**src/rtl/core/mexp_pkg.sv**
```systemverilog
// Package for the modular exponentiation block.
// Holds the sequencer state type and the status struct shared by the core and the top level.
// No dependencies.
package mexp_pkg;

  // One-hot sequencer states.
  typedef enum logic [4:0] {
    ST_IDLE   = 5'b00001,
    ST_REDUCE = 5'b00010,
    ST_SQR    = 5'b00100,
    ST_MUL    = 5'b01000,
    ST_FIN    = 5'b10000
  } mexp_state_t;

  // Status that the core reports to the top level.
  typedef struct packed {
    logic busy;
    logic res_valid;
    logic bad_modulus;
  } mexp_stat_t;

endpackage

```
**src/rtl/core/mexp_addmod.sv**
```systemverilog
// Shared modular step unit: computes (2*x + y*add_en + cin) mod m.
// Requires x, y < m, so the raw sum stays below 3*m. No package dependencies.
module mexp_addmod #(
  parameter int W = 32
) (
  input  logic [W-1:0] x_i,
  input  logic [W-1:0] y_i,
  input  logic         add_en_i,
  input  logic         cin_i,
  input  logic [W-1:0] m_i,
  output logic [W-1:0] r_o
);

  logic [W+1:0] sum;
  logic [W+1:0] m1;
  logic [W+1:0] m2;
  logic [W+1:0] d1;
  logic [W+1:0] d2;

  assign m1  = {2'b00, m_i};
  assign m2  = {1'b0, m_i, 1'b0};
  assign sum = {1'b0, x_i, cin_i} + (add_en_i ? {2'b00, y_i} : '0);
  assign d1  = sum - m1;
  assign d2  = sum - m2;

  always_comb begin
    if (sum >= m2) begin
      r_o = d2[W-1:0];
    end else if (sum >= m1) begin
      r_o = d1[W-1:0];
    end else begin
      r_o = sum[W-1:0];
    end
  end

endmodule

```
**src/rtl/core/mexp_core.sv**
```systemverilog
// Sequencer and operand registers of the modular exponentiation block.
// Depends on mexp_pkg and drives one mexp_addmod instance for every arithmetic step.
module mexp_core #(
  parameter int VW = 32,
  parameter int EW = 64
) (
  input  logic                clk,
  input  logic                rst_n,
  input  logic                start_i,
  input  logic                take_i,
  input  logic [VW-1:0]       base_i,
  input  logic [VW-1:0]       modulus_i,
  input  logic [EW-1:0]       exponent_i,
  output mexp_pkg::mexp_stat_t stat_o,
  output logic [VW-1:0]       result_o
);

  localparam int CW  = $clog2(VW);
  localparam int ECW = $clog2(EW);

  mexp_pkg::mexp_state_t state_r, state_nxt;
  logic [CW-1:0]  cnt_r, cnt_nxt;
  logic [ECW-1:0] ecnt_r, ecnt_nxt;
  logic [EW-1:0]  exp_r, exp_nxt;
  logic [VW-1:0]  base_r, base_nxt;
  logic [VW-1:0]  mod_r, mod_nxt;
  logic [VW-1:0]  mula_r, mula_nxt;
  logic [VW-1:0]  mulb_r, mulb_nxt;
  logic [VW-1:0]  prod_r, prod_nxt;
  logic [VW-1:0]  res_r, res_nxt;
  logic           bad_r, bad_nxt;

  logic           is_reduce;
  logic           is_mul;
  logic [VW-1:0]  step;

  assign is_reduce = (state_r == mexp_pkg::ST_REDUCE);
  assign is_mul    = (state_r == mexp_pkg::ST_SQR) || (state_r == mexp_pkg::ST_MUL);

  mexp_addmod #(.W(VW)) u_addmod (
    .x_i      (prod_r),
    .y_i      (mula_r),
    .add_en_i (is_mul & mulb_r[VW-1]),
    .cin_i    (is_reduce & base_r[VW-1]),
    .m_i      (mod_r),
    .r_o      (step)
  );

  always_comb begin
    state_nxt = state_r;
    cnt_nxt   = cnt_r;
    ecnt_nxt  = ecnt_r;
    exp_nxt   = exp_r;
    base_nxt  = base_r;
    mod_nxt   = mod_r;
    mula_nxt  = mula_r;
    mulb_nxt  = mulb_r;
    prod_nxt  = prod_r;
    res_nxt   = res_r;
    bad_nxt   = bad_r;
    unique case (state_r) inside
      mexp_pkg::ST_IDLE: begin
        if (start_i) begin
          mod_nxt  = modulus_i;
          exp_nxt  = exponent_i;
          base_nxt = base_i;
          prod_nxt = '0;
          cnt_nxt  = CW'(VW - 1);
          ecnt_nxt = ECW'(EW - 1);
          res_nxt  = '0;
          bad_nxt  = (modulus_i == '0);
          if (modulus_i == '0 || modulus_i == VW'(1)) begin
            state_nxt = mexp_pkg::ST_FIN;
          end else begin
            state_nxt = mexp_pkg::ST_REDUCE;
          end
        end
      end
      mexp_pkg::ST_REDUCE: begin
        // Restoring remainder of the base, one base bit per cycle.
        prod_nxt = step;
        base_nxt = base_r << 1;
        cnt_nxt  = cnt_r - CW'(1);
        if (cnt_r == '0) begin
          base_nxt  = step;
          mula_nxt  = VW'(1);
          mulb_nxt  = VW'(1);
          prod_nxt  = '0;
          cnt_nxt   = CW'(VW - 1);
          state_nxt = mexp_pkg::ST_SQR;
        end
      end
      mexp_pkg::ST_SQR, mexp_pkg::ST_MUL: begin
        // Shift-and-add modular product, one multiplier bit per cycle.
        prod_nxt = step;
        mulb_nxt = mulb_r << 1;
        cnt_nxt  = cnt_r - CW'(1);
        if (cnt_r == '0) begin
          prod_nxt = '0;
          cnt_nxt  = CW'(VW - 1);
          if (state_r == mexp_pkg::ST_SQR && exp_r[EW-1]) begin
            mula_nxt  = step;
            mulb_nxt  = base_r;
            state_nxt = mexp_pkg::ST_MUL;
          end else if (ecnt_r == '0) begin
            res_nxt   = step;
            state_nxt = mexp_pkg::ST_FIN;
          end else begin
            ecnt_nxt  = ecnt_r - ECW'(1);
            exp_nxt   = exp_r << 1;
            mula_nxt  = step;
            mulb_nxt  = step;
            state_nxt = mexp_pkg::ST_SQR;
          end
        end
      end
      mexp_pkg::ST_FIN: begin
        if (take_i) begin
          state_nxt = mexp_pkg::ST_IDLE;
        end
      end
      default: begin
        state_nxt = mexp_pkg::ST_IDLE;
      end
    endcase
  end

  always_ff @(posedge clk) begin
    if (!rst_n) begin
      state_r <= mexp_pkg::ST_IDLE;
    end else begin
      state_r <= state_nxt;
    end
  end

  always_ff @(posedge clk) begin
    cnt_r  <= cnt_nxt;
    ecnt_r <= ecnt_nxt;
    exp_r  <= exp_nxt;
    base_r <= base_nxt;
    mod_r  <= mod_nxt;
    mula_r <= mula_nxt;
    mulb_r <= mulb_nxt;
    prod_r <= prod_nxt;
    res_r  <= res_nxt;
    bad_r  <= bad_nxt;
  end

  assign stat_o.busy        = (state_r != mexp_pkg::ST_IDLE);
  assign stat_o.res_valid   = (state_r == mexp_pkg::ST_FIN);
  assign stat_o.bad_modulus = bad_r;
  assign result_o           = res_r;

endmodule

```
**src/rtl/core/modular_exponentiation.sv**
```systemverilog
// Sequence: with a modulus of 0 or 1 the sequencer goes from idle straight to its finish state;
// else it reduces the base, then squares once per exponent bit and multiplies once per set bit.
// Throughput: one item at a time; the single modular add/compare unit does one bit step per
// cycle; the next transfer in waits until the core is idle again as the result register loads.
// Reset (rst_n low, synchronous) returns the sequencer to idle and empties the output register.
// Top level of the modular exponentiation block; depends on mexp_pkg, mexp_core and mexp_addmod.
module modular_exponentiation #(
  parameter int VALUE_WIDTH = 32,
  parameter int EXP_WIDTH   = 64
) (
  input  logic                   clk,
  input  logic                   rst_n,
  input  logic                   in_valid,
  output logic                   in_stall,
  input  logic [VALUE_WIDTH-1:0] in_base,
  input  logic [VALUE_WIDTH-1:0] in_modulus,
  input  logic [EXP_WIDTH-1:0]   in_exponent,
  output logic                   out_valid,
  input  logic                   out_stall,
  output logic [VALUE_WIDTH-1:0] out_result,
  output logic                   out_bad_modulus
);

  // The core first reduces the base modulo the modulus with a restoring remainder, one base
  // bit per cycle. It then walks the exponent from its top bit down: every exponent bit costs
  // one modular squaring, and a set bit costs one more modular multiplication by the reduced
  // base. Each product is a shift-and-add over VALUE_WIDTH multiplier bits, where every cycle
  // doubles the partial product and conditionally adds the multiplicand, reduced by one
  // compare against the modulus and twice the modulus.

  mexp_pkg::mexp_stat_t      stat;
  logic [VALUE_WIDTH-1:0]    core_result;
  logic                      start;
  logic                      take;

  logic                      out_valid_r;
  logic [VALUE_WIDTH-1:0]    out_result_r;
  logic                      out_bad_r;

  // A new item is transferred in only while the core is idle.
  assign in_stall = stat.busy;
  assign start    = in_valid && !stat.busy;

  // The finished result moves into the output register whenever that register is empty or
  // is being emptied by a transfer in the same cycle.
  assign take = stat.res_valid && (!out_valid_r || !out_stall);

  mexp_core #(
    .VW (VALUE_WIDTH),
    .EW (EXP_WIDTH)
  ) u_core (
    .clk        (clk),
    .rst_n      (rst_n),
    .start_i    (start),
    .take_i     (take),
    .base_i     (in_base),
    .modulus_i  (in_modulus),
    .exponent_i (in_exponent),
    .stat_o     (stat),
    .result_o   (core_result)
  );

  always_ff @(posedge clk) begin
    if (!rst_n) begin
      out_valid_r <= 1'b0;
    end else if (take) begin
      out_valid_r <= 1'b1;
    end else if (!out_stall) begin
      out_valid_r <= 1'b0;
    end
  end

  always_ff @(posedge clk) begin
    if (take) begin
      out_result_r <= core_result;
      out_bad_r    <= stat.bad_modulus;
    end
  end

  assign out_valid       = out_valid_r;
  assign out_result      = out_result_r;
  assign out_bad_modulus = out_bad_r;

endmodule

```
**config.mk**
```make
export PLATFORM = sky130hd
export DESIGN_NAME = modular_exponentiation
export DESIGN_NICKNAME = d
export VERILOG_FILES = /design/src/rtl/core/mexp_pkg.sv /design/src/rtl/core/mexp_addmod.sv /design/src/rtl/core/mexp_core.sv /design/src/rtl/core/modular_exponentiation.sv
export SDC_FILE = /design/constraint.sdc
export NUM_CORES = 1
export LEC_CHECK = 0
export BUFFER_PORTS_ARGS = -buffer_cell sky130_fd_sc_hd__clkbuf_2
export CORE_UTILIZATION = 65
export DETAILED_ROUTE_END_ITERATION = 6
export GPL_ROUTABILITY_DRIVEN = 0
export PLACE_DENSITY = 0.88
export SETUP_SLACK_MARGIN = 0.02
export SLEW_MARGIN = 20
export SYNTH_ARGS = -nofsm -noshare
export SYNTH_HDL_FRONTEND = slang
export SYNTH_SLANG_ARGS = --single-unit
```
**constraint.sdc**
```tcl
create_clock -name clk -period 13 [get_ports clk]
set_clock_uncertainty 0.2 [all_clocks]
set_input_delay 2.6 -clock clk [delete_from_list [all_inputs] [get_ports clk]]
set_output_delay 2.6 -clock clk [all_outputs]
set_load 0.05 [all_outputs]
```
== Word level (Yosys, flattened, before mapping) ==
Cells that the tools add are included.

* Register bits after elaboration: 307
* Bits in latches: 0
* Memory bits (writable): 0
* Memory bits (read-only): 0
* Bits of input ports: 132
* Output and inout port bits: 35
* Memories kept: 0

* Add/subtract/negate cells: 5
* $mul: 0
* Divide/modulo/power cells: 0
* Order comparisons: 2
* Equal/unequal tests: 16
* Shift-type cells: 0
* Multiplexer cells: 45
* Bitwise logic cells: 2
* Reduce and logical (&&, ||, !) cells: 26

{| class="wikitable"
|+ Operators by type and width
! operator !! number
|-
| $mux 32 || 17
|-
| $pmux 32 s2 || 5
|-
| $mux 64 || 4
|-
| $pmux 64 s2 || 1
|-
| $sub 32x32->32 || 2
|-
| $mux 5 || 9
|-
| $add 33x32->34 || 1
|-
| $ge 34x32->1 || 1
|-
| $ge 34x33->1 || 1
|-
| $eq 32x1->1 const B || 1
|-
| $logic_not 32->1 || 1
|-
| $mux 6 || 4
|-
| $pmux 5 s4 || 1
|-
| $pmux 6 s2 || 1
|-
| $pmux 5 s2 || 1
|-
| $reduce_and 5->1 || 2
|-
| $ne 2x1->1 const B || 4
|-
| $ne 2x2->1 const B || 4
|-
| $reduce_and 2->1 || 4
|-
| $reduce_and 4->1 || 2
|-
| $reduce_bool 2->1 || 4
|-
| $logic_not 6->1 || 1
|-
| $sub 6x1->6 const B || 1
|-
| $eq 5x1->1 const B || 1
|-
| other kinds (15) || 23
|}

== Logic depth before layout (Yosys ltp) ==
* Word-level depth: 12
* Gate-level depth with buffers: 29

== Hierarchy ==
From an unflattened synthesis, not the netlist that was laid out.

* Cell total of the unflattened synthesis: 1,777
* Area, all modules: 18,451.4 µm²

{| class="wikitable"
|+ Modules (own cells, without submodules)
! module !! instances !! cells each !! area each (µm²)
|-
| mexp_core || 1 || 878 || 11,395.9
|-
| mexp_addmod || 1 || 861 || 6,019.5
|-
| modular_exponentiation || 1 || 38 || 1,036.0
|}

== Worst setup path after synthesis ==
Ideal clock, no wire load.

* Kind: flip-flop to flip-flop
* Start point: register u_core.cnt_r[0]
* End point: register u_core.ecnt_r[0] (enable)
* Arrival: 6,970 ps
* Data required time: 12,205 ps
* Path slack: 5,235 ps
* Cell stages (with the launch flop): 9
* Buffers on the path: 2
* Cells stage by stage: edfxtp_1 -> inv_1 -> ha_1 -> or3b_2 -> nor2_1 -> clkbuf_1 -> clkbuf_1 -> nand2_1 -> o21ai_0

* Cells in the longest elaborated chain, start to end: 3

{| class="wikitable"
|+ Ends and longest elaborated chain
! what !! line !! text
|-
| start, declared || mexp_core.sv:22 || <nowiki>logic [CW-1:0] cnt_r, cnt_nxt;</nowiki>
|-
| start signal, assigned || mexp_core.sv:137 || <nowiki>cnt_r <= cnt_nxt;</nowiki>
|-
| $logic_not 5->1 || mexp_core.sv:98 || <nowiki>if (cnt_r == '0) begin</nowiki>
|-
| $ne 2x1->1 (no line) || - ||
|-
| $reduce_and 5->1 (no line) || - ||
|-
| end signal, assigned || mexp_core.sv:138 || <nowiki>ecnt_r <= ecnt_nxt;</nowiki>
|-
| end, declared || mexp_core.sv:23 || <nowiki>logic [ECW-1:0] ecnt_r, ecnt_nxt;</nowiki>
|}

No other way between the ends.
A chain may end at the register's enable or synchronous reset.

== Worst setup path in the final report ==
* Start point: register u_core.state_r[1]
* End point: register u_core.base_r[11] (data pin)

* Cells in the longest elaborated chain, start to end: 10
* Elaborated cells on any way between the ends: 17
* Those cells by class: add/sub (3); order compare (2); eq/ne (4); mux (5); bitwise (2); reduce/logical (1)

{| class="wikitable"
|+ Ends and longest elaborated chain
! what !! line !! text
|-
| start, declared || mexp_core.sv:21 || <nowiki>mexp_pkg::mexp_state_t state_r, state_nxt;</nowiki>
|-
| start signal, assigned || mexp_core.sv:130 || <nowiki>state_r <= mexp_pkg::ST_IDLE;</nowiki>
|-
| start signal, assigned || mexp_core.sv:132 || <nowiki>state_r <= state_nxt;</nowiki>
|-
| $eq 5x3->1 or $eq 5x4->1 (tied branches) || mexp_core.sv:38 || <nowiki>assign is_mul = (state_r == mexp_pkg::ST_SQR) || (state_r == mexp_pkg::ST_MUL);</nowiki>
|-
| $logic_or 1x1->1 || mexp_core.sv:38 ||
|-
| $and 1x1->1 || mexp_core.sv:43 || <nowiki>.add_en_i (is_mul & mulb_r[VW-1]),</nowiki>
|-
| $mux 32 || mexp_addmod.sv:22 || <nowiki>assign sum = {1'b0, x_i, cin_i} + (add_en_i ? {2'b00, y_i} : '0);</nowiki>
|-
| $add 33x32->34 || mexp_addmod.sv:22 ||
|-
| $sub 32x32->32 or $ge 34x32->1 (tied branches) || mexp_addmod.sv:23, mexp_addmod.sv:29 ||
|-
| $mux 32 || mexp_addmod.sv:29 || <nowiki>end else if (sum >= m1) begin</nowiki>
|-
| $mux 32 || mexp_addmod.sv:27 || <nowiki>if (sum >= m2) begin</nowiki>
|-
| $mux 32 || mexp_core.sv:84 || <nowiki>if (cnt_r == '0) begin</nowiki>
|-
| $pmux 32 s2 * || mexp_core.sv:61 || <nowiki>unique case (state_r) inside</nowiki>
|-
| via u_core.base_nxt[11] || mexp_core.sv:25 || <nowiki>logic [VW-1:0] base_r, base_nxt;</nowiki>
|-
| end signal, assigned || mexp_core.sv:140 || <nowiki>base_r <= base_nxt;</nowiki>
|-
| end, declared || mexp_core.sv:25 ||
|}

The timed path passes the listed nets; every way through them passes the cells marked *.

==> impl_metrics.csv <==
group,metric,value,unit
yosys,synth_area_per_cell,10.3,sq um
power_and_ir_drop,swShare,0.467,
power_and_ir_drop,combPwrFrac,0.550,
cts,clock_latency,590,ps
finish,drive_above_1_share,0.153,
die,io_pins,167,
timing,layout_setup_ws,4480,ps
timing,max-slew-margin-rel,0.284,
detailed_routing,top_layer,"met5",
cts,cts.root.buffer_cell,"clkbuf_16",
global_route,grt_max_degree,74,
detailed_routing,antenna_left,0,
power_and_ir_drop,max-vdd-ir-drop,0.158,mV
finish,nets,2185,
global_route,track_usage,0.372,
cts,clock_path_buffers,3,
power_and_ir_drop,clkPwrFrac,0.176,
critical_path,crit_path_max_fanout,73,
power_and_ir_drop,p_leak,8.64,nW
run,drv_cap,0,
global_route,antenna_found_initial,1,
yosys,synth-async-reset-ratio,0,
power_and_ir_drop,pwr-share-seq,0.273,
yosys,synthCells,1816,
detailed_routing,vias_per_cell,6.92,
yosys,synth-edff-count,301,
timing,worstMarginPinSlew,1070,ps
detailed_routing,wl_met1,20100,um
yosys,yosysTopAreaCellShare,0.485,
outcome,status,"finished clean",
finish,seqCellArea,0.00916,sq mm
finish,final_cells,2354,
timing,fin_crit,8520,ps
power_and_ir_drop,switching_power,2.40,mW
detailed_routing,avgRoutedWirePerCell,23.4,um
finish,design_area,0.0208,sq mm
hold_path,hold_path_class,"flip-flop to flip-flop",
finish,final_common_cell,"edfxtp_1",
timing,report.final.slew_viol_count,0,
detailed_routing,drt_iter0_markers,2729,
critical_path,cp-start-kind,"flip-flop",
yosys,ys_seq_area_frac,0.492,
global_route,grt_pass1_vias,14923,
placed_design,dp_cells,2294,
cts,cts_tree,"yes",
die,die_y,171,um
global_route,overflow,0,
cts,cts_buffers,31,
yosys,synth_area_leaders,"edfxtp_1, ha_1, nand2_1",
finish,final_cell_mix,"edfxtp_1, nand2_1, clkbuf_2",
placed_design,post-place-ws,4860,ps
yosys,synth_ff_type,"edfxtp_1",
yosys,synth_largest_area_cell,"edfxtp_1",
cts,clk_transition_reported_paths,60,ps
yosys,ys_ff_latch,307,
placed_design,numPortBuffers,166,
placed_design,dp_hpwl,39000,um
yosys,yosysWarnings,0,
timing,clock.fmax,117,MHz
detailed_routing,remaining_drc_errors,0,
cts,cts_setup_buffers,0,
die,die_area,0.0293,sq mm
cts,postCtsHoldBufs,0,
finish,area_growth,11.8,%
finish,multi_input_area,0.00895,sq mm
timing,setup_viol,0,
detailed_routing,num_vias,16289,
critical_path,crit_required,13110,ps
global_route,grt_pass1_wl,83000,um
detailed_routing,wl_met3,8010,um
cts,cts_resized,0,
finish,utilization,0.743,
die,die_x,171,um
die,coreArea,0.0280,sq mm
timing,period_share,0.656,
cts,cts_num_sinks,307,
power_and_ir_drop,internal_power,2.74,mW
yosys,yosys.cell_types.count,91,
finish,fillers,1925,
timing,rsz0062_at_grt,"no",
detailed_routing,drt_pass1_iterations,6,
critical_path,crit_type,"flip-flop to flip-flop",
cts,htree_levels,1,
yosys,syn-cell-area,0.0186,sq mm
critical_path,end_kind,"flip-flop",
timing,hold_slack,219,ps
placed_design,placed_cell_area,0.0197,sq mm
timing,finalHoldViolations,0,
timing,finalSetupTns,0,ps
power_and_ir_drop,power,5.13,mW
detailed_routing,wl_met2,23800,um
die,initial_utilization,0.665,
power_and_ir_drop,p_per_area,247,mW/mm^2
detailed_routing,wl,55000,um
critical_path,worstPathArrival,8630,ps
yosys,syn_nets,2050,
die,rows,61,
layout make-up:
class	instances	share of cell area
clock inverter	19	0.0103
clock buffer	38	0.0385
antenna	1	0.000120
timing repair buffer	185	0.0483
multi-input combinational	1370	0.430
sequential	307	0.440
inverter	56	0.0101
tap	378	0.0227
cells in the mapped netlist, drive strengths merged (4+ instances only):
| cell type | number |
|---|---|
| nor4 | 14 |
| o21bai | 7 |
| o311a | 5 |
| nor2b | 9 |
| and3 | 49 |
| dfxtp | 6 |
| o21a | 21 |
| a31oi | 15 |
| xor2 | 41 |
| a311oi | 4 |
| xnor2 | 44 |
| nor2 | 114 |
| o21ai | 102 |
| or3 | 12 |
| ha | 99 |
| and2 | 18 |
| a211oi | 29 |
| clkbuf | 66 |
| o22ai | 8 |
| nor3 | 32 |
| nand4 | 13 |
| mux2 | 7 |
| edfxtp | 301 |
| a22oi | 22 |
| a41oi | 4 |
| o31ai | 9 |
| a21oi | 126 |
| nor3b | 6 |
| a21o | 41 |
| and4 | 6 |
| nand3b | 5 |
| a221o | 12 |
| inv | 56 |
| o31a | 4 |
| buf | 17 |
| nand3 | 33 |
| o221a | 4 |
| nand2 | 302 |
| a211o | 11 |
| a221oi | 31 |
| mux2i | 10 |
| or2 | 7 |
| a21boi | 17 |
| o211ai | 27 |
| nand2b | 17 |
state kept, by name, indices dropped and copies added, names as in the netlist:
signal and count:
u_core.exp_r 64, out_result 32, u_core.base_r 32, u_core.mod_r 32
u_core.mula_r 32, u_core.mulb_r 32, u_core.prod_r 32, u_core.result_o 32
u_core.ecnt_r 6, u_core.cnt_r 5, u_core.state_r 5, out_bad_modulus 1
out_valid 1, u_core.bad_r 1
power groups by stage:
stage | sequential, mW | combinational [mW] | clock (mW)
floorplan | 1.40 | 1.88 | 0
CTS | 1.40 | 2.65 | 0.904
finish | 1.40 | 2.82 | 0.905
global placement | 1.41 | 2.55 | 0
global route | 1.41 | 2.92 | 0.944
detailed placement | 1.42 | 2.62 | 0
worst paths after layout:
path | startpoint | to | slack, ps | cells past startpoint
worst max-delay path | u_core.state_r[1]$_SDFFE_PN0P_ | u_core.base_r[11]$_DFFE_PP_ | 4480 | 23
worst min-delay path | u_core.result_o[6]$_SDFFCE_PP0P_ | out_result[6]$_DFFE_PP_ | 220 | 0
worst max register to register | u_core.state_r[1]$_SDFFE_PN0P_ | u_core.base_r[11]$_DFFE_PP_ | 4480 | 23
worst min register to register | u_core.result_o[6]$_SDFFCE_PP0P_ | out_result[6]$_DFFE_PP_ | 220 | 0
routing by layer:
metal	global-route usage	vias to the layer above
met4	0.169	2
met1	0.506	7512
li1	-	7093
met2	0.554	1422
met3	0.103	260
met5	0	-
worst max-delay path, cell delays in order, from the launching register on:
cell,delay (ps)
dfxtp_1,340
nor3_1,450
and2_4,720
buf_4,670
and3_1,300
ha_1,270
and3_1,290
and4_1,230
nand3_1,140
a31oi_1,410
a21o_1,260
a41oi_1,150
xnor2_1,440
ha_1,460
nand4_1,210
nor2_1,80
and4_1,210
a221o_1,350
o31ai_1,310
and2_2,190
buf_4,560
nor2_1,150
a311oi_2,620
o21ai_0,150
logic make-up (layout without fill, tap and decap cells):
group,Yosys count,after routing,share of synthesized area
simple gates,641,641,0.159
compound gates,525,525,0.197
flops,307,307,0.492
buf+inv,139,298,0.0321
fa+ha+maj,102,102,0.0697
xor+xnor,85,85,0.0404
mux,17,17,0.00981
other cells,0,1,0
(Power assumes the default switching activity.)
